### config.mk
export PLATFORM = sky130hd
export DESIGN_NAME = postfix_stack_evaluator_core
export DESIGN_NICKNAME = d
export VERILOG_FILES = /design/src/rtl/pse_pkg.sv /design/src/rtl/pse_fifo.sv /design/src/rtl/pse_divider.sv /design/src/rtl/pse_exec.sv /design/src/rtl/postfix_stack_evaluator_core.sv
export SDC_FILE = /design/constraint.sdc
export NUM_CORES = 2
export LEC_CHECK = 0
export ABC_CLOCK_PERIOD_IN_PS = 11300
export BUFFER_PORTS_ARGS = -buffer_cell sky130_fd_sc_hd__buf_4
export CAP_MARGIN = 20
export CORE_ASPECT_RATIO = 1.1
export CORE_MARGIN = 4
export CORE_UTILIZATION = 35
export CTS_CLUSTER_SIZE = 20
export DETAILED_ROUTE_END_ITERATION = 10
export RECOVER_POWER = 50
export SETUP_SLACK_MARGIN = 0.3
export SYNTH_ARGS = -nofsm -noshare
export SYNTH_HDL_FRONTEND = slang
export SYNTH_SLANG_ARGS = --single-unit
### constraint.sdc
create_clock -name clk_i -period 11.3 [get_ports clk_i]
set_input_delay 2.26 -clock clk_i [delete_from_list [all_inputs] [get_ports clk_i]]
set_output_delay 2.26 -clock clk_i [all_outputs]
set_load 0.005 [all_outputs]
### src/rtl/pse_pkg.sv
// ----------------------------------------------------------------------------
// pse_pkg: shared types and codes of the postfix stack evaluator
// Token and result structs, operation and error codes.
// ----------------------------------------------------------------------------
package pse_pkg;

  localparam int unsigned OpW  = 3;
  localparam int unsigned ErrW = 3;
  localparam int unsigned ValW = 32;

  typedef enum logic [OpW-1:0] {
    OP_PUSH   = 3'd0,
    OP_ADD    = 3'd1,
    OP_SUB    = 3'd2,
    OP_MUL    = 3'd3,
    OP_DIV    = 3'd4,
    OP_IGNORE = 3'd5,
    OP_RSV6   = 3'd6,
    OP_RSV7   = 3'd7
  } op_e;

  typedef enum logic [ErrW-1:0] {
    ERR_NONE     = 3'd0,
    ERR_EMPTY    = 3'd1,
    ERR_LEFTOVER = 3'd2,
    ERR_MISSING  = 3'd3,
    ERR_FULL     = 3'd4,
    ERR_DIVZERO  = 3'd5
  } err_e;

  typedef struct packed {
    logic [OpW-1:0]    operation;
    logic signed [31:0] operand_value;
    logic              end_of_expression;
  } token_t;

  typedef struct packed {
    logic signed [31:0] final_value;
    logic [ErrW-1:0]   error_code;
  } result_t;

  // classified token passed from front to back
  typedef struct packed {
    op_e               op;
    logic signed [31:0] value;
    logic              last;
  } cmd_t;

endpackage

### src/rtl/pse_fifo.sv
// ----------------------------------------------------------------------------
// pse_fifo: small register queue of classified tokens
// Decouples the token front end from the execution back end.
// ----------------------------------------------------------------------------
module pse_fifo #(
  parameter int unsigned Depth = 2
) (
  input  logic           clk_i,
  input  logic           rst_ni,
  input  logic           wr_i,
  input  pse_pkg::cmd_t  wdata_i,
  output logic           full_o,
  input  logic           rd_i,
  output pse_pkg::cmd_t  rdata_o,
  output logic           empty_o
);
  localparam int unsigned AW = (Depth > 1) ? $clog2(Depth) : 1;

  pse_pkg::cmd_t     mem_q [Depth];
  logic [AW-1:0]     wp_q, rp_q;
  logic [AW:0]       cnt_q;

  assign full_o  = (cnt_q == (AW+1)'(Depth));
  assign empty_o = (cnt_q == '0);
  assign rdata_o = mem_q[rp_q];

  always_ff @(posedge clk_i) begin
    if (wr_i && !full_o) mem_q[wp_q] <= wdata_i;
  end

  always_ff @(posedge clk_i or negedge rst_ni) begin
    if (!rst_ni) begin
      wp_q <= '0; rp_q <= '0; cnt_q <= '0;
    end else begin
      if (wr_i && !full_o)
        wp_q <= (wp_q == AW'(Depth-1)) ? '0 : wp_q + 1'b1;
      if (rd_i && !empty_o)
        rp_q <= (rp_q == AW'(Depth-1)) ? '0 : rp_q + 1'b1;
      cnt_q <= cnt_q + (AW+1)'(wr_i && !full_o) - (AW+1)'(rd_i && !empty_o);
    end
  end
endmodule

### src/rtl/pse_divider.sv
// ----------------------------------------------------------------------------
// pse_divider: bit-serial signed fixed-point divider
// Computes (a << FracBits) / b truncated toward zero, saturated to 32 bits.
// ----------------------------------------------------------------------------
module pse_divider #(
  parameter int unsigned FracBits = 16
) (
  input  logic               clk_i,
  input  logic               rst_ni,
  input  logic               start_i,
  input  logic signed [31:0] a_i,
  input  logic signed [31:0] b_i,
  output logic               done_o,
  output logic signed [31:0] q_o
);
  localparam int unsigned NW = 32 + FracBits;   // dividend magnitude width
  localparam int unsigned CW = $clog2(NW + 1);

  logic [NW-1:0] num_q;
  logic [32:0]   rem_q;
  logic [31:0]   den_q;
  logic          neg_q, busy_q;
  logic [CW-1:0] cnt_q;
  logic [32:0]   rem_sh, rem_sub;
  logic [NW:0]   qmag;

  assign rem_sh  = {rem_q[31:0], num_q[NW-1]};
  assign rem_sub = rem_sh - {1'b0, den_q};

  always_ff @(posedge clk_i or negedge rst_ni) begin
    if (!rst_ni) begin
      busy_q <= 1'b0; done_o <= 1'b0; cnt_q <= '0;
    end else begin
      done_o <= 1'b0;
      if (start_i) begin
        busy_q <= 1'b1;
        cnt_q  <= CW'(NW);
      end else if (busy_q) begin
        cnt_q <= cnt_q - 1'b1;
        if (cnt_q == CW'(1)) begin
          busy_q <= 1'b0;
          done_o <= 1'b1;
        end
      end
    end
  end

  always_ff @(posedge clk_i) begin
    if (start_i) begin
      num_q <= NW'(a_i[31] ? 33'(-{a_i[31], a_i}) : 33'({1'b0, a_i})) << FracBits;
      den_q <= b_i[31] ? 32'(-b_i) : b_i;
      rem_q <= '0;
      neg_q <= a_i[31] ^ b_i[31];
    end else if (busy_q) begin
      if (!rem_sub[32]) begin
        rem_q <= rem_sub;
        num_q <= {num_q[NW-2:0], 1'b1};
      end else begin
        rem_q <= rem_sh;
        num_q <= {num_q[NW-2:0], 1'b0};
      end
    end
  end

  // num_q holds the quotient magnitude after the last step
  always_comb begin
    qmag = {1'b0, num_q};
    if (neg_q) begin
      if (qmag > (NW+1)'(33'h080000000)) q_o = 32'sh80000000;
      else q_o = 32'(-qmag);
    end else begin
      if (qmag > (NW+1)'(32'h7fffffff)) q_o = 32'sh7fffffff;
      else q_o = qmag[31:0];
    end
  end
endmodule

### src/rtl/pse_exec.sv
// ----------------------------------------------------------------------------
// pse_exec: back end that runs tokens against the value stack
// Holds the stack, count and sticky error, drives one result register.
// ----------------------------------------------------------------------------
module pse_exec #(
  parameter int unsigned StackDepth = 16,
  parameter int unsigned FracBits   = 16
) (
  input  logic             clk_i,
  input  logic             rst_ni,
  input  pse_pkg::cmd_t    cmd_i,
  input  logic             cmd_valid_i,
  output logic             cmd_take_o,
  output pse_pkg::result_t res_o,
  output logic             res_valid_o,
  input  logic             res_take_i
);
  localparam int unsigned SW = (StackDepth > 1) ? $clog2(StackDepth) : 1;
  localparam int unsigned CW = $clog2(StackDepth + 1);

  typedef enum logic [1:0] {S_IDLE, S_MUL, S_DIV, S_WB} state_e;

  state_e              state_q;
  logic signed [31:0]  stk_q [StackDepth];
  logic [CW-1:0]       cnt_q;
  pse_pkg::err_e       err_q;
  pse_pkg::cmd_t       cur_q;
  logic signed [63:0]  prod_q;
  logic                div_start, div_done;
  logic signed [31:0]  div_q;
  logic signed [31:0]  top_b, top_a;
  logic [SW-1:0]       ia, ib;
  logic signed [63:0]  sh;
  logic signed [31:0]  mul_sat;

  assign ib    = SW'(cnt_q - CW'(1));
  assign ia    = SW'(cnt_q - CW'(2));
  assign top_b = stk_q[ib];
  assign top_a = stk_q[ia];

  assign sh = prod_q >>> FracBits;
  always_comb begin
    if (sh > 64'sh7fffffff) mul_sat = 32'sh7fffffff;
    else if (sh < -64'sh80000000) mul_sat = 32'sh80000000;
    else mul_sat = sh[31:0];
  end

  assign cmd_take_o = (state_q == S_IDLE) && cmd_valid_i && !res_valid_o;
  assign div_start  = cmd_take_o && err_q == pse_pkg::ERR_NONE && cmd_i.op == pse_pkg::OP_DIV
                      && cnt_q >= CW'(2) && top_b != 0;

  pse_divider #(.FracBits(FracBits)) u_div (
    .clk_i, .rst_ni, .start_i(div_start), .a_i(top_a), .b_i(top_b),
    .done_o(div_done), .q_o(div_q)
  );

  // finish a token: optionally store result, then close the expression if last
  always_ff @(posedge clk_i or negedge rst_ni) begin
    logic [CW-1:0]      c;
    pse_pkg::err_e      e;
    logic               fin, last;
    logic signed [31:0] nv;
    pse_pkg::result_t   r;
    if (!rst_ni) begin
      state_q <= S_IDLE; cnt_q <= '0; err_q <= pse_pkg::ERR_NONE;
      res_valid_o <= 1'b0; res_o <= '0;
    end else begin
      c = cnt_q; e = err_q; fin = 1'b0; last = cur_q.last; nv = stk_q[0];
      r = '0;
      if (res_take_i && res_valid_o) res_valid_o <= 1'b0;
      unique case (state_q)
        S_IDLE: begin
          if (cmd_take_o) begin
            cur_q <= cmd_i;
            last  = cmd_i.last;
            fin   = 1'b1;
            if (e == pse_pkg::ERR_NONE) begin
              unique case (cmd_i.op)
                pse_pkg::OP_PUSH: begin
                  if (c == CW'(StackDepth)) e = pse_pkg::ERR_FULL;
                  else begin
                    nv = cmd_i.value;
                    stk_q[SW'(c)] <= nv;
                    c = c + 1'b1;
                  end
                end
                pse_pkg::OP_ADD, pse_pkg::OP_SUB, pse_pkg::OP_MUL, pse_pkg::OP_DIV: begin
                  if (c < CW'(2)) e = pse_pkg::ERR_MISSING;
                  else if (cmd_i.op == pse_pkg::OP_ADD) begin
                    nv = top_a + top_b;
                    stk_q[ia] <= nv; c = c - 1'b1;
                  end else if (cmd_i.op == pse_pkg::OP_SUB) begin
                    nv = top_a - top_b;
                    stk_q[ia] <= nv; c = c - 1'b1;
                  end else if (cmd_i.op == pse_pkg::OP_MUL) begin
                    prod_q  <= 64'(top_a) * 64'(top_b);
                    state_q <= S_MUL; fin = 1'b0;
                  end else if (top_b == 0) e = pse_pkg::ERR_DIVZERO;
                  else begin
                    state_q <= S_DIV; fin = 1'b0;
                  end
                end
                default: ;
              endcase
            end
          end
        end
        S_MUL: begin
          nv = mul_sat;
          stk_q[ia] <= nv; c = c - 1'b1;
          state_q <= S_IDLE; fin = 1'b1;
        end
        S_DIV: begin
          if (div_done) begin
            nv = div_q;
            stk_q[ia] <= nv; c = c - 1'b1;
            state_q <= S_IDLE; fin = 1'b1;
          end
        end
        default: state_q <= S_IDLE;
      endcase
      if (fin && last) begin
        if (e != pse_pkg::ERR_NONE) r.error_code = e;
        else if (c == '0) r.error_code = pse_pkg::ERR_EMPTY;
        else if (c > CW'(1)) r.error_code = pse_pkg::ERR_LEFTOVER;
        else r.final_value = nv;
        res_valid_o <= 1'b1;
        res_o <= r;
        c = '0; e = pse_pkg::ERR_NONE;
      end
      cnt_q <= c; err_q <= e;
    end
  end
endmodule

### src/rtl/postfix_stack_evaluator_core.sv
// Execution: push/add/sub/ignore finish in the idle state, multiply passes through
//   S_MUL, divide waits in S_DIV on the bit-serial divider, one quotient bit a cycle.
// Throughput: one token per execution time while no result waits to be popped;
//   a two-entry token queue absorbs input bursts while the back end works.
// Reset: rst_ni clears stack count, sticky error, queue and result register;
//   the stack entries themselves are not cleared.
// ----------------------------------------------------------------------------
// postfix_stack_evaluator_core: reverse Polish evaluator over Q fixed point
// Front end classifies and queues tokens, back end executes them against the stack.
// ----------------------------------------------------------------------------
module postfix_stack_evaluator_core #(
  parameter int unsigned STACK_DEPTH   = 16,
  parameter int unsigned FRACTION_BITS = 16
) (
  input  logic             clk_i,
  input  logic             rst_ni,
  input  logic             push,
  output logic             full,
  input  pse_pkg::token_t  token_i,
  output logic             empty,
  input  logic             pop,
  output pse_pkg::result_t result_o
);
  pse_pkg::cmd_t cmd_in, cmd_out;
  logic          q_empty, take, res_valid;

  // classify: map reserved codes onto the ignored-token operation
  always_comb begin
    cmd_in.value = token_i.operand_value;
    cmd_in.last  = token_i.end_of_expression;
    if (token_i.operation > pse_pkg::OP_IGNORE) cmd_in.op = pse_pkg::OP_IGNORE;
    else cmd_in.op = pse_pkg::op_e'(token_i.operation);
  end

  // hold tokens until the back end is free
  pse_fifo #(.Depth(2)) u_fifo (
    .clk_i, .rst_ni, .wr_i(push), .wdata_i(cmd_in), .full_o(full),
    .rd_i(take), .rdata_o(cmd_out), .empty_o(q_empty)
  );

  // execute and drive the result register
  pse_exec #(.StackDepth(STACK_DEPTH), .FracBits(FRACTION_BITS)) u_exec (
    .clk_i, .rst_ni, .cmd_i(cmd_out), .cmd_valid_i(!q_empty), .cmd_take_o(take),
    .res_o(result_o), .res_valid_o(res_valid), .res_take_i(pop)
  );

  assign empty = !res_valid;
endmodule

* After elaboration in Yosys (flattened, before gate mapping)
Memory sizes are Yosys's and may differ from the RTL's. Index checks and enable logic that the tools add are counted.
Storage, ports and cells: flip-flop bits (word level) 236, latch bits 0, memory bits (writable) 584, ROM bits 0, bits of input ports 40, logic and storage cells 217, memories kept 2
Cells by class: add/subtract/negate cells 14, multipliers 1, div/mod/pow operators 0, $lt $le $gt $ge 8, eq/ne operators 17, shifts and indexed selects 0, muxes and demuxes 115, bitwise gates (word level) 7, reduce and logical (&&, ||, !) cells 33
Memories:
- u_exec.stk_q | depth 16, width 32, rd ports 3, clocked after Yosys merged registers in 0, wr ports 1, line pse_exec.sv:24 | logic signed [31:0] stk_q [StackDepth];
- u_fifo.mem_q | depth 2, width 36, rd ports 1, clocked after Yosys merged registers in 0, wr ports 1, line pse_fifo.sv:19 | pse_pkg::cmd_t mem_q [Depth];
Operator list (number):
- 32-bit two-way mux | 21
- 48-bit by 32-bit > comparator with 1-bit output, second input constant | 2
- 48-bit two-way mux | 2
- 32-bit negator | 3
- 32-bit one-hot mux with 3 select lines | 1
- 32-bit by 32-bit multiplier with 64-bit output | 1
- 32-bit one-hot mux with 2 select lines | 1
- 1-bit two-way mux | 50
- 48-bit by 31-bit > comparator with 1-bit output, second input constant | 1
- 48-bit by 32-bit < comparator with 1-bit output, second input constant | 1
- 5-bit two-way mux | 8
- 3-bit two-way mux | 13
- 33-bit by 32-bit subtractor with 33-bit output | 1
- 32-bit adder | 1
- 32-bit logical NOT | 1
- 32-bit nonzero test | 1
- 32-bit OR reduction | 1
- 32-bit subtractor | 1
- 31-bit two-way mux | 1
- 2-bit two-way mux | 10
- 1-bit logical AND | 15
- 5-bit one-hot mux with 3 select lines | 1
- 6-bit two-way mux | 2
- 2-bit inequality test, second input constant | 6
- other kinds (38) | 50

* Depth between registers and ports, before layout
An unclocked memory read counts as a cell.
word-level depth 16, mapped depth 47, mapped depth without buffers 36

* Modules after synthesis
Synthesis repeated with hierarchy kept, for this count alone.
Unflattened totals: cells, all modules 7536, area total of the unflattened synthesis 80006.7 µm²
Modules (own cells, without submodules):
- pse_exec | instances 1, cells an instance 6408, area an instance 68276.7 µm², sequential area each 17997.3 µm²
- pse_divider | instances 1, cells an instance 993, area an instance 8757.1 µm², sequential area each 3113.0 µm²
- pse_fifo | instances 1, cells an instance 130, area an instance 2947.8 µm², sequential area each 2262.2 µm²
- postfix_stack_evaluator_core | instances 1, cells an instance 5, area an instance 25.0 µm², sequential area each 0.0 µm²

* Least setup slack after synthesis
Ideal clock, no wire load.
kind reg-to-reg, from reg u_exec.cnt_q[1], to reg u_exec.prod_q[60], data pin, data arrival time 11374 ps, data required time 11042 ps, path slack -331 ps, stages on the path, launching flop included 40, path buffers 10, path through dfrtp_1 -> buf_2 -> buf_2 -> buf_2 -> buf_2 -> inv_1 -> ha_1 -> xor2_1 -> clkbuf_1 -> clkbuf_1 -> buf_1 -> buf_1 -> nand2_1 -> nand3_1 -> o21a_1 -> clkinv_1 -> clkbuf_1 -> nor2_1 -> [4 not listed] -> fa_1 -> fa_1 -> fa_1 -> fa_1 -> ha_1 -> clkbuf_1 -> a21o_1 -> a21o_1 -> a2111oi_0 -> o21ai_0 -> nor2_1 -> o221a_2 -> nand3_1 -> a31oi_2 -> o21ai_1 -> a311o_1 -> a21oi_1 -> xnor2_1
Between the ends: word-level cells in the longest chain between the ends 3
RTL lines:
- start: declaration | line pse_exec.sv:25 | logic [CW-1:0] cnt_q;
- start signal: assignment | line pse_exec.sv:65 | state_q <= S_IDLE; cnt_q <= '0; err_q <= pse_pkg::ERR_NONE;
- start signal: assignment | line pse_exec.sv:131 | cnt_q <= c; err_q <= e;
- 5-bit by 1-bit subtractor with 5-bit output / 4-bit by 2-bit subtractor with 4-bit output (equally long branches)
- memory read 16 x 32 bit *
- 32-bit by 32-bit multiplier with 64-bit output * | line pse_exec.sv:96 | prod_q <= 64'(top_a) * 64'(top_b);
- end signal: assignment | line pse_exec.sv:96
- end: declaration | line pse_exec.sv:28 | logic signed [63:0] prod_q;
Mark *: on every way between the ends. The rest lies on a longest branch, timed or not. A chain may end at the register's enable or synchronous reset.

* Final worst setup path
from reg u_exec.cnt_q[1], to reg u_exec.prod_q[45], data pin
The elaborated chain is that of the path after synthesis.

==> out/metrics.csv <==
stage,metric,value,unit
run_status,outcome,"complete, but fails checks",
run_status,violated checks,"max-capacitance violations, max-slew violations",
detailed_routing,routed vias/inst,5.71,
placed_design,GP Congestion,0.985,
grt,vias in the first global route,62663,
timing,worst slew pin tran,3.40,ns
timing,period utilisation layout,0.958,
synth,syn nets,8918,
floorplanning,Starting Density,0.352,
synth,ys async rst share,0.0721,
detailed_routing,drt wl/cell,28.6,um
grt,initial antenna violation count,11,
timing,Setup Viol. Count Final,0,
timing,min Tclk post-route,10.82,ns
setup_path,Worst Setup End Kind,flop,
placed_design,IO Port Bufs,76,
synth,top_reg_cell synth,edfxtp_1,
clocking,Worst-Skew Late Latency,0.76,ns
timing,setup TNS,0,ns
timing,Final Max Tran Viols,757,
timing,slew margin rel.,-1.27,
grt,GR Overflow Total,0,
placed_design,DP Cell Count,10461,
synth,number of synthesized register bits,804,
floorplanning,chip width,463,um
clocking,# clock sinks,804,
synth,Synth cell types,97,
detailed_routing,total number of vias,60978,
synth,synthesized area,79700,um2
detailed_routing,final WL,305000,um
min_path,Hold Crit Class,reg2reg,
timing,Fin Clk Skew,0.0808,ns
grt,Global Route Usage Sum,0.256,
synth,"area leader, netlist",fa_1,
synth,number of flops mapped to enable cells by yosys,698,
detailed_routing,DRT Pass-1 Iters,8,
synth,Mean Syn Cell Area,10.6,um2
floorplanning,Ports,77,
setup_path,Startpoint Class,flop,
synth,Mapped Cells,7504,
setup_path,CP Class,reg2reg,
setup_path,peak per-stage delay on the critical path,0.59,ns
min_path,Hold Crit Depth,2,
clocking,CTS Root Cell,clkbuf_16,
synth,synth top area cells,"fa_1 (27%), edfxtp_1 (26%), mux4_2 (7.6%)",
grt,largest net degree at the start of global routing,97,
final_layout,final std cells w/o fill,10675,
final_layout,Final #Nets,9047,
clocking,Max Root-Sink Buffers,3,
synth,top-area cell type share of the netlist area,0.272,
setup_path,crit-path max FO,33,
grt,GRT met3 Usage,0.0543,
grt,first-pass GRT wire length,440000,um
final_layout,Area growth syn-to-layout,11.4,%
synth,Synth top cells by count,"fa_1 (1084), inv_1 (1076), nand2_1 (883), nor2_1 (759), edfxtp_1 (698)",
clocking,CTS tree,done,
synth,sequential fraction of the synthesis area,0.293,
floorplanning,die height,508,um
floorplanning,Std-Cell Rows,183,
detailed_routing,drt initial violations,6750,
floorplanning,die area,235000,um2
setup_path,required time of the critical path,11.78,ns
clocking,H-tree depth,3,
setup_path,reg2reg path depth,34,
clocking,clk slew on worst S/H paths,0.07,ns
setup_path,CP max-delay cell,fa_1,
grt,met2 GRT Util,0.416,
floorplanning,core area,226000,um2
setup_path,CP most frequent cell,fa_1,
clocking,CTS Buf Count,91,
placed_design,DP HPWL,233000,um
grt,GR Util met1,0.313,
timing,Final Hold Viols,0,
grt,layer with the highest usage,met2,
timing,RSZ-0062 raised after global routing,true,
setup_path,critical path data arrival time,11.30,ns
synth,top-count cell post-synth,fa_1,
synth,synth warn,0,
timing,max frequency,92.4,MHz
final_layout,fraction of layout cells with a size suffix above 1,0.127,
detailed_routing,DRC errors left,0,
run,MaxCap Viol Count,25,
detailed_routing,DRT antenna net count,0,
[path summary, 6_finish.rpt]
check / slack [ns] / endpoint / start
max reg2reg: 0.48 / u_exec.prod_q[45] / u_exec.cnt_q[1]
max: 0.48 / u_exec.prod_q[45] / u_exec.cnt_q[1]
min: 0.49 / u_exec.res_o[12] / u_exec.res_o[12]
min reg2reg: 0.49 / u_exec.res_o[12] / u_exec.res_o[12]
max in group asynchronous: 5.23 / u_exec.u_div.busy_q / rst_ni
min in group asynchronous: 2.21 / u_exec.res_valid_o / rst_ni
[final cells by class]
cell class / instances / area (um2)
Clock inverter: 57 / 711
Timing Repair Buffer: 475 / 3710
Clock buffer: 110 / 2360
Fill cell: 21888 / 138000
Inverter: 1111 / 4200
Antenna cell: 8 / 20.0
Tap cell: 2960 / 3700
Sequential cell: 804 / 23400
Multi-Input combinational cell: 5150 / 50600
[flip-flops by register name (all words and copies together), names as in the netlist]
| signal | flops |
|---|---|
| u_exec.cur_q | 1 |
| u_fifo.mem_q | 72 |
| u_fifo.cnt_q | 2 |
| u_exec.state_q | 2 |
| u_exec.u_div.done_o | 1 |
| u_exec.u_div.den_q | 32 |
| u_exec.u_div.busy_q | 1 |
| u_exec.err_q | 3 |
| u_exec.stk_q | 512 |
| u_exec.res_valid_o | 1 |
| u_exec.res_o | 35 |
| u_exec.u_div.rem_q | 32 |
| u_exec.u_div.cnt_q | 6 |
| u_exec.prod_q | 48 |
| u_exec.u_div.num_q | 48 |
| u_exec.u_div.neg_q | 1 |
| u_fifo.wp_q | 1 |
| u_fifo.rp_q | 1 |
| u_exec.cnt_q | 5 |
[metrics by stage]
step	hold WS (ns)	utilization	worst slack [ns]	cell area (um2)
after floorplan	0.461	-	0.320	79700
after global placement	0.481	0.377	0.134	85300
after detailed placement	0.483	0.377	0.250	85400
after CTS	0.496	0.391	0.320	88500
after global routing	0.524	0.392	0.227	88700
final	0.489	0.392	0.480	88700
[routing by layer]
metal	routed length (um)	up-vias
met2	142000	3341
li1	-	25299
met3	28300	777
met4	22400	8
met5	44	-
met1	113000	31553
[worst max-delay path, delay by kind of cell (launching register included)]
kind / cells / cell delay, ns
fa+ha+maj: 10 / 4.95
buf+inv: 10 / 1.62
simple gates: 5 / 1.27
compound gates: 6 / 1.17
mux: 2 / 0.84
flops: 1 / 0.45
xor+xnor: 1 / 0.14
[cell families after synthesis]
group | share of synthesized area
compound gates | 0.0840
fa+ha+maj | 0.318
simple gates | 0.111
mux | 0.0937
xor+xnor | 0.0239
buf+inv | 0.0764
flops | 0.293
[layout by cell type, fill, tap and decap left out, types with 39 or more instances in the layout]
cell,n
fa_1,1082
inv_1,1073
nand2_1,883
nor2_1,744
edfxtp_1,698
buf_4,345
a21oi_1,322
ha_1,287
mux4_2,268
o21ai_0,222
xnor2_1,158
nand3_1,124
mux2i_1,116
clkbuf_16,93
clkbuf_1,74
a21o_1,63
dfrtp_1,54
nor3_1,51
xor2_1,50
a31oi_1,48
dfxtp_1,48
a211oi_1,47
clkbuf_4,44
o21ai_1,43
o22ai_1,39
[what timing repair did]
action                                 4_1_cts  5_1_grt
setup endpoints to repair                    8       21
hold buffers                                 0        0
endpoints found under the hold margin        0        0
resized for setup                            2       33
buffers inserted                             0       26
pin swaps                                    0        6
gates cloned                                 0        3
Power is not shown: default switching activity piles up to over one toggle a cycle in this logic, so the estimate is an artifact.
